File: config.mk
export PLATFORM = sky130hd
export DESIGN_NAME = vt52_to_ansi_translator_unit_flat
export DESIGN_NICKNAME = d
export VERILOG_FILES = /design/src/design/vta_pkg.sv /design/src/design/vta_in_if.sv /design/src/design/vta_out_if.sv /design/src/design/vt52_to_ansi_translator_unit.sv /design/src/flat_wrapper.sv
export SDC_FILE = /design/constraint.sdc
export NUM_CORES = 1
export LEC_CHECK = 0
export ABC_AREA = 0
export BUFFER_PORTS_ARGS = -buffer_cell sky130_fd_sc_hd__buf_2
export CAP_MARGIN = 20
export CORE_MARGIN = 2
export CORE_UTILIZATION = 60
export CTS_BUF_LIST = sky130_fd_sc_hd__clkbuf_8
export CTS_CLUSTER_DIAMETER = 60
export CTS_CLUSTER_SIZE = 10
export DETAILED_ROUTE_END_ITERATION = 12
export PLACE_DENSITY = 0.82
export RECOVER_POWER = 50
export SYNTH_ARGS = -nofsm -noshare
export SYNTH_HDL_FRONTEND = slang
export SYNTH_SLANG_ARGS = --single-unit
File: constraint.sdc
create_clock -name clk -period 10.55 [get_ports clk]
set_input_delay 1.055 -clock clk [delete_from_list [all_inputs] [get_ports clk]]
set_output_delay 1.055 -clock clk [all_outputs]
set_load 0.01 [all_outputs]
File: src/design/vta_pkg.sv
// Shared widths, character codes and the result-run type for the VT52 to
// ANSI translator. No dependencies; every other design file imports this.

package vta_pkg;

	// channel and run geometry
	localparam int BYTE_W  = 8;
	localparam int SEQ_MAX = 10;
	localparam int CNT_W   = 4;
	localparam int ROW_W   = 9;

	// configuration port
	localparam int ADDR_W = 1;
	localparam int DATA_W = 32;
	localparam logic [ADDR_W-1:0] CFG_VBELL_ADDR = 1'b0;

	// control characters
	localparam logic [BYTE_W-1:0] A_SOH = 8'h01;
	localparam logic [BYTE_W-1:0] A_STX = 8'h02;
	localparam logic [BYTE_W-1:0] A_ETX = 8'h03;
	localparam logic [BYTE_W-1:0] A_ENQ = 8'h05;
	localparam logic [BYTE_W-1:0] A_BEL = 8'h07;
	localparam logic [BYTE_W-1:0] A_FF  = 8'h0C;
	localparam logic [BYTE_W-1:0] A_DC2 = 8'h12;
	localparam logic [BYTE_W-1:0] A_DC3 = 8'h13;
	localparam logic [BYTE_W-1:0] A_CAN = 8'h18;
	localparam logic [BYTE_W-1:0] A_SUB = 8'h1A;
	localparam logic [BYTE_W-1:0] A_ESC = 8'h1B;
	localparam logic [BYTE_W-1:0] A_RS  = 8'h1E;
	localparam logic [BYTE_W-1:0] A_DEL = 8'h7F;

	// printable characters used by the decoder
	localparam logic [BYTE_W-1:0] A_SPACE = 8'h20;
	localparam logic [BYTE_W-1:0] A_STAR  = 8'h2A;
	localparam logic [BYTE_W-1:0] A_MINUS = 8'h2D;
	localparam logic [BYTE_W-1:0] A_ZERO  = 8'h30;
	localparam logic [BYTE_W-1:0] A_SEVEN = 8'h37;
	localparam logic [BYTE_W-1:0] A_SEMI  = 8'h3B;
	localparam logic [BYTE_W-1:0] A_EQ    = 8'h3D;
	localparam logic [BYTE_W-1:0] A_B     = 8'h42;
	localparam logic [BYTE_W-1:0] A_C     = 8'h43;
	localparam logic [BYTE_W-1:0] A_D     = 8'h44;
	localparam logic [BYTE_W-1:0] A_E     = 8'h45;
	localparam logic [BYTE_W-1:0] A_H     = 8'h48;
	localparam logic [BYTE_W-1:0] A_L     = 8'h4C;
	localparam logic [BYTE_W-1:0] A_R     = 8'h52;
	localparam logic [BYTE_W-1:0] A_Y     = 8'h59;
	localparam logic [BYTE_W-1:0] A_LBRK  = 8'h5B;

	// cursor operand bias: byte - 0x20 + 1, modulo 2^ROW_W
	localparam logic [ROW_W-1:0] ROW_BIAS = 9'h1E1;

	// one run of result bytes; b[0] leaves first
	typedef struct packed {
		logic [SEQ_MAX-1:0][BYTE_W-1:0] b;
		logic [CNT_W-1:0]               len;
	} seq_t;

endpackage

File: src/design/vta_in_if.sv
// Input byte channel of the VT52 to ANSI translator: valid/ready plus in_byte.
// Depends on vta_pkg.

interface vta_in_if import vta_pkg::*; ();
	logic              valid;
	logic              ready;
	logic [BYTE_W-1:0] in_byte;

	modport source (output valid, output in_byte, input ready);
	modport sink   (input valid, input in_byte, output ready);
endinterface

File: src/design/vta_out_if.sv
// Output byte channel of the VT52 to ANSI translator: valid/ready plus
// out_byte and out_last. Depends on vta_pkg.

interface vta_out_if import vta_pkg::*; ();
	logic              valid;
	logic              ready;
	logic [BYTE_W-1:0] out_byte;
	logic              out_last;

	modport source (output valid, output out_byte, output out_last, input ready);
	modport sink   (input valid, input out_byte, input out_last, output ready);
endinterface

File: src/design/vt52_to_ansi_translator_unit.sv
// VT52/ADM3A to ANSI translator, top level.
// Depends on vta_pkg, vta_in_if and vta_out_if.
//
// Each guest byte is decoded in the cycle it is accepted and its whole ANSI
// run (zero to ten bytes) is loaded into a ten-byte output shift register,
// which then drains one byte per cycle while the host accepts, out_last
// marking the final byte of the run. A new guest byte is taken in the same
// cycle the last byte of the previous run is taken, and not before; bytes
// that produce nothing sustain one byte per cycle, as does single-byte
// pass-through while the host takes every byte. The drain of the output
// shift register paces longer runs. Register 0 (byte address 0, bit 0)
// enables the visual bell; write it only while the block is idle.

module vt52_to_ansi_translator_unit import vta_pkg::*; (
	input  logic              clk,
	input  logic              arst_n,
	vta_in_if.sink            guest,
	vta_out_if.source         host,
	input  logic              psel,
	input  logic              penable,
	input  logic              pwrite,
	input  logic [ADDR_W-1:0] paddr,
	input  logic [DATA_W-1:0] pwdata,
	output logic [DATA_W-1:0] prdata,
	output logic              pready
);

	typedef enum logic [3:0] {
		ST_IDLE,
		ST_ESC,
		ST_ROW,
		ST_COL,
		ST_ATTR_ON,
		ST_ATTR_OFF,
		ST_SKIP4,
		ST_SKIP3,
		ST_SKIP2,
		ST_SKIP1
	} state_t;

	typedef struct packed {
		logic [2:0][BYTE_W-1:0] ch;
		logic [1:0]             len;
	} dec_t;

	state_t                         st_q, st_d;
	logic [ROW_W-1:0]               row_q, row_d;
	logic [CNT_W-1:0]               cnt_q;
	logic [SEQ_MAX-1:0][BYTE_W-1:0] buf_q;
	logic                           vbell_q;
	seq_t                           seq_d;
	logic                           in_fire, out_fire;
	logic [BYTE_W-1:0]              c;

	// left-justify a string literal of n characters into a run
	function automatic seq_t mk_seq(input logic [SEQ_MAX*BYTE_W-1:0] s,
			input logic [CNT_W-1:0] n);
		seq_t                        r;
		logic [SEQ_MAX*BYTE_W-1:0] sl;
		sl = s << (BYTE_W * (SEQ_MAX - int'(n)));
		for (int i = 0; i < SEQ_MAX; i++) begin
			r.b[i] = sl[SEQ_MAX*BYTE_W-1-BYTE_W*i -: BYTE_W];
		end
		r.len = n;
		return r;
	endfunction

	// run of up to three literal bytes
	function automatic seq_t mk_bytes(input logic [BYTE_W-1:0] b0,
			input logic [BYTE_W-1:0] b1, input logic [BYTE_W-1:0] b2,
			input logic [CNT_W-1:0] n);
		seq_t r;
		r      = '0;
		r.b[0] = b0;
		r.b[1] = b1;
		r.b[2] = b2;
		r.len  = n;
		return r;
	endfunction

	// signed decimal of a value in -31..224
	function automatic dec_t dec_str(input logic [ROW_W-1:0] v);
		dec_t        r;
		logic        neg;
		logic [7:0]  m;
		logic [1:0]  h;
		logic [6:0]  rem;
		logic [14:0] prod;
		logic [3:0]  t, o;
		neg = v[ROW_W-1];
		m   = neg ? 8'(~v + 9'd1) : v[7:0];
		if (m >= 8'd200) begin
			h   = 2'd2;
			rem = 7'(m - 8'd200);
		end else if (m >= 8'd100) begin
			h   = 2'd1;
			rem = 7'(m - 8'd100);
		end else begin
			h   = 2'd0;
			rem = m[6:0];
		end
		// tens by reciprocal: x * 205 >> 11 is exact below 100
		prod = 15'(rem) * 15'd205;
		t    = prod[14:11];
		o    = 4'(rem - 7'(t) * 7'd10);
		r    = '0;
		if (neg) begin
			r.ch[0] = A_MINUS;
			if (m >= 8'd10) begin
				r.ch[1] = 8'(A_ZERO + t);
				r.ch[2] = 8'(A_ZERO + o);
				r.len   = 2'd3;
			end else begin
				r.ch[1] = 8'(A_ZERO + o);
				r.len   = 2'd2;
			end
		end else if (h != 2'd0) begin
			r.ch[0] = 8'(A_ZERO + h);
			r.ch[1] = 8'(A_ZERO + t);
			r.ch[2] = 8'(A_ZERO + o);
			r.len   = 2'd3;
		end else if (m >= 8'd10) begin
			r.ch[0] = 8'(A_ZERO + t);
			r.ch[1] = 8'(A_ZERO + o);
			r.len   = 2'd2;
		end else begin
			r.ch[0] = 8'(A_ZERO + o);
			r.len   = 2'd1;
		end
		return r;
	endfunction

	// ESC [ row ; col H
	function automatic seq_t cursor_seq(input logic [ROW_W-1:0] row,
			input logic [ROW_W-1:0] col);
		seq_t r;
		dec_t rd, cd;
		int   lr, lc;
		rd = dec_str(row);
		cd = dec_str(col);
		lr = int'(rd.len);
		lc = int'(cd.len);
		for (int p = 0; p < SEQ_MAX; p++) begin
			if (p == 0) begin
				r.b[p] = A_ESC;
			end else if (p == 1) begin
				r.b[p] = A_LBRK;
			end else if (p < 2 + lr) begin
				r.b[p] = rd.ch[2'(p - 2)];
			end else if (p == 2 + lr) begin
				r.b[p] = A_SEMI;
			end else if (p < 3 + lr + lc) begin
				r.b[p] = cd.ch[2'(p - 3 - lr)];
			end else if (p == 3 + lr + lc) begin
				r.b[p] = A_H;
			end else begin
				r.b[p] = '0;
			end
		end
		r.len = CNT_W'(4 + lr + lc);
		return r;
	endfunction

	// attribute selector table, on and off forms
	function automatic seq_t attr_seq(input logic [2:0] sel, input logic on);
		seq_t r;
		case (sel)
			3'd0: r = on ? mk_seq("\033[7m", 4'd4) : mk_seq("\033[27m", 4'd5);
			3'd1: r = on ? mk_seq("\033[1m", 4'd4) : mk_seq("\033[m", 4'd3);
			3'd2: r = on ? mk_seq("\033[5m", 4'd4) : mk_seq("\033[25m", 4'd5);
			3'd3: r = on ? mk_seq("\033[4m", 4'd4) : mk_seq("\033[24m", 4'd5);
			3'd4: r = on ? mk_seq("\033[?25h", 4'd6) : mk_seq("\033[?25l", 4'd6);
			3'd6: r = on ? mk_seq("\033[s", 4'd3) : mk_seq("\033[u", 4'd3);
			default: r = '0;
		endcase
		return r;
	endfunction

	// handshakes
	assign c          = guest.in_byte;
	assign guest.ready = (cnt_q == '0) || ((cnt_q == CNT_W'(1)) && host.ready);
	assign in_fire    = guest.valid && guest.ready;
	assign out_fire   = host.valid && host.ready;
	assign host.valid    = (cnt_q != '0);
	assign host.out_byte = buf_q[0];
	assign host.out_last = (cnt_q == CNT_W'(1));

	// configuration port
	assign pready = 1'b1;
	assign prdata = (paddr == CFG_VBELL_ADDR) ? DATA_W'(vbell_q) : '0;

	always_ff @(posedge clk or negedge arst_n) begin
		if (!arst_n) begin
			vbell_q <= 1'b0;
		end else if (psel && penable && pwrite && (paddr == CFG_VBELL_ADDR)) begin
			vbell_q <= pwdata[0];
		end
	end

	// byte decoder: next state and the whole result run
	always_comb begin
		st_d  = st_q;
		row_d = row_q;
		seq_d = '0;
		unique case (st_q)
			ST_IDLE: begin
				unique case (c) inside
					A_BEL: begin
						if (vbell_q) seq_d = mk_seq("\033[?5h\033[?5l", 4'd10);
						else seq_d = mk_bytes(c, '0, '0, 4'd1);
					end
					A_DEL: seq_d = mk_seq("\010 \010", 4'd3);
					A_SUB, A_FF: seq_d = mk_seq("\033[H\033[2J", 4'd7);
					A_RS: seq_d = mk_seq("\033[H", 4'd3);
					A_ESC: st_d = ST_ESC;
					A_SOH: st_d = ST_ROW;
					A_STX: seq_d = mk_seq("\033[L", 4'd3);
					A_ETX: seq_d = mk_seq("\033[M", 4'd3);
					A_CAN, A_ENQ: seq_d = mk_seq("\033[K", 4'd3);
					A_DC2, A_DC3: seq_d = '0;
					default: seq_d = mk_bytes(c, '0, '0, 4'd1);
				endcase
			end
			ST_ESC: begin
				unique case (c) inside
					A_ESC: seq_d = mk_bytes(A_ESC, '0, '0, 4'd1);
					A_EQ, A_Y: st_d = ST_ROW;
					A_E: begin
						seq_d = mk_seq("\033[L", 4'd3);
						st_d  = ST_IDLE;
					end
					A_R: begin
						seq_d = mk_seq("\033[M", 4'd3);
						st_d  = ST_IDLE;
					end
					A_B: st_d = ST_ATTR_ON;
					A_C: st_d = ST_ATTR_OFF;
					A_L, A_D: st_d = ST_SKIP4;
					A_STAR, A_SPACE: st_d = ST_SKIP2;
					default: begin
						seq_d = mk_bytes(A_ESC, c, '0, 4'd2);
						st_d  = ST_IDLE;
					end
				endcase
			end
			ST_ROW: begin
				row_d = ROW_W'({1'b0, c} + ROW_BIAS);
				st_d  = ST_COL;
			end
			ST_COL: begin
				seq_d = cursor_seq(row_q, ROW_W'({1'b0, c} + ROW_BIAS));
				st_d  = ST_IDLE;
			end
			ST_ATTR_ON, ST_ATTR_OFF: begin
				st_d = ST_IDLE;
				if (c >= A_ZERO && c <= A_SEVEN) begin
					seq_d = attr_seq(c[2:0], st_q == ST_ATTR_ON);
				end else begin
					seq_d = mk_bytes(A_ESC, (st_q == ST_ATTR_ON) ? A_B : A_C, c, 4'd3);
				end
			end
			ST_SKIP4: st_d = ST_SKIP3;
			ST_SKIP3: st_d = ST_SKIP2;
			ST_SKIP2: st_d = ST_SKIP1;
			ST_SKIP1: st_d = ST_IDLE;
			default:  st_d = ST_IDLE;
		endcase
	end

	// parse state, row and run length
	always_ff @(posedge clk or negedge arst_n) begin
		if (!arst_n) begin
			st_q  <= ST_IDLE;
			row_q <= '0;
			cnt_q <= '0;
		end else if (in_fire) begin
			st_q  <= st_d;
			row_q <= row_d;
			cnt_q <= seq_d.len;
		end else if (out_fire) begin
			cnt_q <= cnt_q - CNT_W'(1);
		end
	end

	// output shift register: load a run, shift one byte per transaction
	always_ff @(posedge clk) begin
		if (in_fire) begin
			buf_q <= seq_d.b;
		end else if (out_fire) begin
			buf_q <= {BYTE_W'(0), buf_q[SEQ_MAX-1:1]};
		end
	end

endmodule

File: src/flat_wrapper.sv
// flat-port wrapper written by rule: the top's interface ports become plain ports
module vt52_to_ansi_translator_unit_flat import vta_pkg::*;
  (clk, arst_n, psel, penable, pwrite, paddr, pwdata, prdata, pready, guest_valid, guest_in_byte, guest_ready, host_valid, host_out_byte, host_out_last, host_ready);
  vta_in_if guest_i ();
  vta_out_if host_i ();
  input  logic clk;
  input  logic arst_n;
  input  logic psel;
  input  logic penable;
  input  logic pwrite;
  input  logic [ADDR_W-1:0] paddr;
  input  logic [DATA_W-1:0] pwdata;
  output logic [DATA_W-1:0] prdata;
  output logic pready;
  input wire logic [$bits(guest_i.valid)-1:0] guest_valid;
  input wire logic [$bits(guest_i.in_byte)-1:0] guest_in_byte;
  output wire logic [$bits(guest_i.ready)-1:0] guest_ready;
  output wire logic [$bits(host_i.valid)-1:0] host_valid;
  output wire logic [$bits(host_i.out_byte)-1:0] host_out_byte;
  output wire logic [$bits(host_i.out_last)-1:0] host_out_last;
  input wire logic [$bits(host_i.ready)-1:0] host_ready;
  assign guest_i.valid = guest_valid;
  assign guest_i.in_byte = guest_in_byte;
  assign guest_ready = guest_i.ready;
  assign host_valid = host_i.valid;
  assign host_out_byte = host_i.out_byte;
  assign host_out_last = host_i.out_last;
  assign host_i.ready = host_ready;
  vt52_to_ansi_translator_unit u_core (.clk(clk), .arst_n(arst_n), .guest(guest_i), .host(host_i), .psel(psel), .penable(penable), .pwrite(pwrite), .paddr(paddr), .pwdata(pwdata), .prdata(prdata), .pready(pready));
endmodule
==> results of run 1 <==
-- worst paths after layout --
check,cells past startpoint,from,slack [ps],end
setup / recovery,36,guest_in_byte[0],860,u_core.buf_q[75]
hold / removal,1,u_core.buf_q[55],530,u_core.buf_q[47]
setup reg to reg,33,u_core.row_q[0],1340,u_core.buf_q[19]
hold reg to reg,1,u_core.buf_q[55],530,u_core.buf_q[47]
max in group asynchronous,1,arst_n,9070,u_core.cnt_q[0]
min in group asynchronous,1,arst_n,820,u_core.row_q[8]
-- critical path: cells and delay by family --
kind	cells	cell delay, ps
fa+ha+maj	9	3340
compound gates	10	2520
simple gates	5	1090
xor+xnor	5	900
buf+inv	7	890
-- per-layer routing --
| layer | vias to the layer above | routed length, um |
|---|---|---|
| li1 | 3935 | - |
| met1 | 3969 | 10510 |
| met2 | 453 | 11370 |
| met3 | 70 | 2204 |
| met4 | 0 | 837 |
| met5 | - | 0 |
-- per-stage QoR --
stage | hold WS [ps] | cells | utilization [%] | total power, mW
floorplan | 483.6 | 1136 | - | 1.381
global route | 540.8 | 1318 | 62.98 | 2.112
global placement | 496.0 | 1302 | 61.73 | 1.636
CTS | 524.8 | 1318 | 63.17 | 1.951
finish | 525.2 | 1318 | 62.98 | 1.956
detailed placement | 505.7 | 1302 | 61.73 | 1.667
-- layout make-up --
cell class                 instances  share of cell area, %
tap                              216                  2.721
inverter                          68                  2.583
clock inverter                     7                  1.033
timing repair buffer              48                  2.620
sequential                        97                  28.42
multi-input combinational        873                  61.38
clock buffer                       9                  1.247
-- registers in the layout, summed over array words and instances (netlist names) --
signal                cells
u_core.vbell_q            1
u_core.buf_q             71
u_core.st_q               4
u_core.row_q              9
u_core.host.out_byte      8
u_core.cnt_q              4
-- logic make-up (layout without fill, tap and decap cells) --
family	count (synthesis)	count (layout)	synth area share, %
muxes	13	13	1.409
AOI/OAI and AO/OA	317	317	21.69
adders and majority gates	112	112	16.18
and+or+nand+nor	355	355	18.32
other	2	33	0.07833
xor gates and xnor gates	43	43	4.659
buffers and inverters	166	132	8.221
DFF	97	97	29.44
-- cells in the mapped netlist, drive strengths merged, types with 3 or more instances --
library cell and number:
and2 26, a32o 3, dfrtp 18, and3 7
inv 68, a32oi 3, a211o 5, xnor2 28
nand2 107, and4 5, nor2 81, nor4 4
a31oi 13, a22oi 7, fa 20, mux2i 9
nand4 10, a221oi 10, nand4b 3, or2 5
a21oi 79, buf 48, o21a 6, ha 92
xor2 14, mux2 4, nand3 33, nand2b 10
o211ai 13, or3 9, a221o 3, a211oi 9
a311oi 4, and3b 5, o31ai 7, nor2b 9
o22ai 8, clkbuf 50, a21o 15, a22o 15
edfxtp 79, o21ai 91, a21boi 3, o221ai 8
nor3 30
-- power by group through the flow --
| stage | clock network, mW | logic, mW | registers [mW] |
|---|---|---|---|
| after floorplan | 0 | 0.843 | 0.538 |
| after CTS | 0.283 | 1.13 | 0.539 |
| after global routing | 0.298 | 1.26 | 0.551 |
| final | 0.281 | 1.13 | 0.544 |
| after detailed placement | 0 | 1.12 | 0.547 |
| after global placement | 0 | 1.09 | 0.545 |
==> impl_metrics.yaml, run 1 <==
finish:
  multiInputGateArea_um2: 6096
  area_growth_pct: 3.589
  final_common_cell: "nand2_1"
  drive_above_1_share_pct: 7.260
  seqCellArea_um2: 2823
  nFillCells: 1400
  nets: 1257
  diodes: 0
  final_cell_area_um2: 9932
  mostFrequentLayoutCells: "105 x nand2_1, 92 x ha_1, 85 x o21ai_0, 81 x nor2_1, 79 x edfxtp_1"
global_route:
  grt_pass1_vias: 7908
  use_met2_pct: 47.55
  grt_max_degree: 77
  busiest_layer: "met2"
  grt_pass1_wl_mm: 40.36
  met3_usage_pct: 6.352
  met1_usage_pct: 41.63
  track_usage_pct: 30.27
  grt_overflow: 0
  antenna_found_initial: 0
clocking:
  cts_tree: "built"
  worstSkewPairLatency_ps: 400
  clkTransAtPathRegs_ps: 100
  htree_levels: 3
  cts.sinks: 97
  post-cts-setup-buffers: 0
  cts_buffers: 9
  cts-root-buf: "clkbuf_8"
  cts-hold-fix-buffers: 0
  clockBufferDepth: 2
  cts_resized: 0
detailed_routing:
  drtIter0Drc: 1074
  first_pass_iters: 6
  via_count: 8427
  antenna_left: 0
  drc: 0
  vias_per_cell: 6.394
  wl_per_cell_um: 18.91
  wirelength_mm: 24.92
place:
  gp_congestion: 0.9448
  pre_cts_slack_ps: 552.8
  hpwl_mm: 18.44
  portBuffers: 28
  dpl_cell_area_um2: 9736
yosys:
  synth_cell_type_count: 84
  syn_area_um2: 9588
  ys_seq_elements: 97
  async_flop_share_pct: 18.56
  postSynthCellCount: 1105
  synth_warnings: 0
  synth_area_leader_cell: "edfxtp_1"
  synth_edf_count: 79
  synth_top_area_share_pct: 24.74
  ys.flop_type: "edfxtp_1"
  synth_area_leaders: "edfxtp_1 25%, ha_1 12%, dfrtp_1 4.7%"
  synth.avg_cell_area_um2: 8.677
  ys_seq_area_share_pct: 29.44
timing:
  finalSetupTns_ps: 0
  hold_viol_final: 0
  clock.fmax_mhz: 103.2
  worst_pin_slew_ps: 4095
  finalMaxSlewViolations: 157
  report.final.setup_viol: 0
  grt_setup_unrepaired: "no"
  slew_headroom_pct: -173.0
  setup_ws_ps: 855.6
  min_period_ps: 9694
  finalCritPeriodShare_pct: 91.89
  skew_ps: 18.24
floorplanning:
  dieArea_um2: 17010
  die_y_um: 130.4
  initial_core_util_pct: 60.80
  die_w_um: 130.4
  io_pins: 92
  placementRows: 46
  fp.coreArea_um2: 15770
power:
  p_switching_mw: 0.8552
  pwr-share-clk_pct: 14.3
  switching_share_pct: 43.72
  p_leak_nw: 4.251
  power_density_nw_per_um2: 197.0
  p_comb_share_pct: 57.8
  p_seq_share_pct: 27.8
  internal_power_mw: 1.101
  vdd.ir_drop.worst_mv: 0.5244
critical_path:
  startpoint_type: "primary input"
  slowest_stage: "fa_1"
  critPathArrivalTime_ps: 9830
  endpoint_kind: "register"
  crit_path_max_incr_delay_ps: 510
  required_ps: 10680
  crit_type: "in2reg"
  worstPathMaxFanout: 12
hold_path:
  min_path_type: "reg2reg"
run:
  max_cap_viol_count: 3
status:
  violations: "max-capacitance violations, max-slew violations"
  status: "complete, but fails checks"
(Power assumes the default switching activity.)
==> inputs of run 2 (changes only) <==
==> constraint.sdc (replaced) <==
create_clock -name clk -period 10.55 [get_ports clk]
set_input_delay 2.11 -clock clk [delete_from_list [all_inputs] [get_ports clk]]
set_output_delay 2.11 -clock clk [all_outputs]
set_load 0.01 [all_outputs]
==> impl_metrics.yaml, run 2 (synthesis gave the netlist of run 1 again) <==
status:
  status: "complete, but fails checks"
  violations: "max-capacitance violations, max-slew violations"
finish:
  drive_above_1_share_pct: 8.378
  post-route-util_pct: 63.56
  final_common_cell: "nand2_1"
  regMostFlops: "u_core.buf_q"
  area_growth_pct: 4.542
  nets: 1265
  nFillCells: 1356
  mostFrequentLayoutCells: "105 x nand2_1, 92 x ha_1, 85 x o21ai_0, 81 x nor2_1, 79 x edfxtp_1"
  largest_reg_flops: 71
place:
  hpwl_mm: 18.83
  portBuffers: 28
  gp_congestion: 0.9756
critical_path:
  endpoint_kind: "register"
  required_ps: 10690
  slowest_stage: "fa_1"
  worstPathMaxFanout: 6
  crit_path_max_incr_delay_ps: 500
  r2r_end: "u_core.buf_q[19]"
  startpoint: "guest_in_byte[1]"
  startpoint_type: "primary input"
  r2r-start: "u_core.row_q[0]"
  critPathArrivalTime_ps: 10090
  reg2regPathDepth: 34
  reg2reg_setup_slack_ps: 1530
  crit_type: "in2reg"
timing:
  worst_pin_slew_ps: 4103
  slew_headroom_pct: -173.5
  min_period_ps: 9947
  grt_setup_unrepaired: "no"
  finalCritPeriodShare_pct: 94.28
  finalMaxSlewViolations: 156
  finalSetupTns_ps: 0
  hold-worst-slack_ps: 526.4
  clock.fmax_mhz: 100.5
  report.final.setup_viol: 0
  hold_viol_final: 0
  skew_ps: 8.774
run:
  max_cap_viol_count: 2
floorplanning:
  initial_core_util_pct: 60.80
  placementRows: 46
  io_pins: 92
  fp.coreArea_um2: 15770
  die_w_um: 130.4
  die_y_um: 130.4
  dieArea_um2: 17010
global_route:
  grt_max_degree: 78
  track_usage_pct: 30.63
  antenna_found_initial: 1
  grt_overflow: 0
  grt_pass1_wl_mm: 41.16
  grt_pass1_vias: 8043
clocking:
  cts_tree: "built"
  htree_levels: 3
  cts.sinks: 97
  cts_buffers: 9
  cts-root-buf: "clkbuf_8"
  worstSkewPairLatency_ps: 390
  clkTransAtPathRegs_ps: 100
  clockBufferDepth: 2
detailed_routing:
  wirelength_mm: 25.19
  first_pass_iters: 7
  antenna_left: 0
  wl_per_cell_um: 18.98
  via_count: 8647
  drtIter0Drc: 1317
  vias_per_cell: 6.516
  drc: 0
hold_path:
  holdPathStages: 1
  min_path_type: "reg2reg"
  worstHoldStart: "u_core.buf_q[52]"
  holdPathEnd: "u_core.buf_q[44]"
power:
  power_density_nw_per_um2: 201.8
  p_leak_nw: 4.309
  vdd.ir_drop.worst_mv: 0.3236
## run 2: changes by cell type in the layout (fill, tap and decap cells not counted), sizes merged
cell and delta:
clkinvlp -1, clkbuf -3, inv +2, diode +1, buf +11, clkinv -1
## run 2: layout make-up
cell class	count	area, um^2	share of cell area, %
clock inverters	7	100.1	0.9986
multi-input cells	873	6120	61.05
flip-flops and latches	97	2823	28.16
repair buffers	56	327.8	3.270
well taps	216	270.3	2.696
inverters	68	256.5	2.559
diodes	1	2.502	0.02497
clock buffers	9	123.9	1.236
## run 2: worst max path at each step
stage | to | cells after the start
final | u_core.buf_q[35] | 37
after global routing | u_core.buf_q[66] | 40
after CTS | u_core.buf_q[74] | 37
after detailed placement | u_core.buf_q[74] | 37
after global placement | u_core.buf_q[58] | 37
after floorplan | u_core.buf_q[34] | 40
## run 2: what timing repair did
| action | in CTS | in global routing |
|---|---|---|
| buffers inserted | 0 | 0 |
| endpoints found under the setup margin | 0 | 11 |
| hold buffers | 0 | 0 |
| resized for setup | 0 | 4 |
## run 2: per-layer routing
metal	GRT usage [%]	vias to the layer above	share of wire (%)
li1	-	3954	-
met1	39.92	4078	40
met2	50.23	510	47
met3	5.700	105	8.3
met4	13.33	0	3.9
met5	0	-	0
## run 2: metrics by stage
step	total power [mW]	worst slack [ps]	cells	instance area [um^2]
2_1_floorplan	1.381	568.8	1136	9704
3_3_place_gp	1.658	219.0	1310	9796
3_5_place_dp	1.701	59.53	1310	9796
4_1_cts	1.979	438.9	1326	10020
5_1_grt	2.176	10.55	1326	10020
6_report	2.023	603.2	1327	10020
## run 2: power breakdown
| group | leakage [nW] | internal, mW | switching, mW | total (mW) |
|---|---|---|---|---|
| Clock | 0.114 | 0.136 | 0.143 | 0.279 |
| Sequential | 1.02 | 0.514 | 0.0301 | 0.544 |
| Combinational | 3.17 | 0.490 | 0.709 | 1.20 |
## run 2: worst max-delay path: cells and delay by family
| kind | cells | cell delay (ps) |
|---|---|---|
| XOR/XNOR | 5 | 810 |
| buffers and inverters | 8 | 880 |
| AO/OA/AOI/OAI | 10 | 2230 |
| AND/OR/NAND/NOR | 5 | 950 |
| adder cells (fa/ha/maj) | 9 | 3090 |
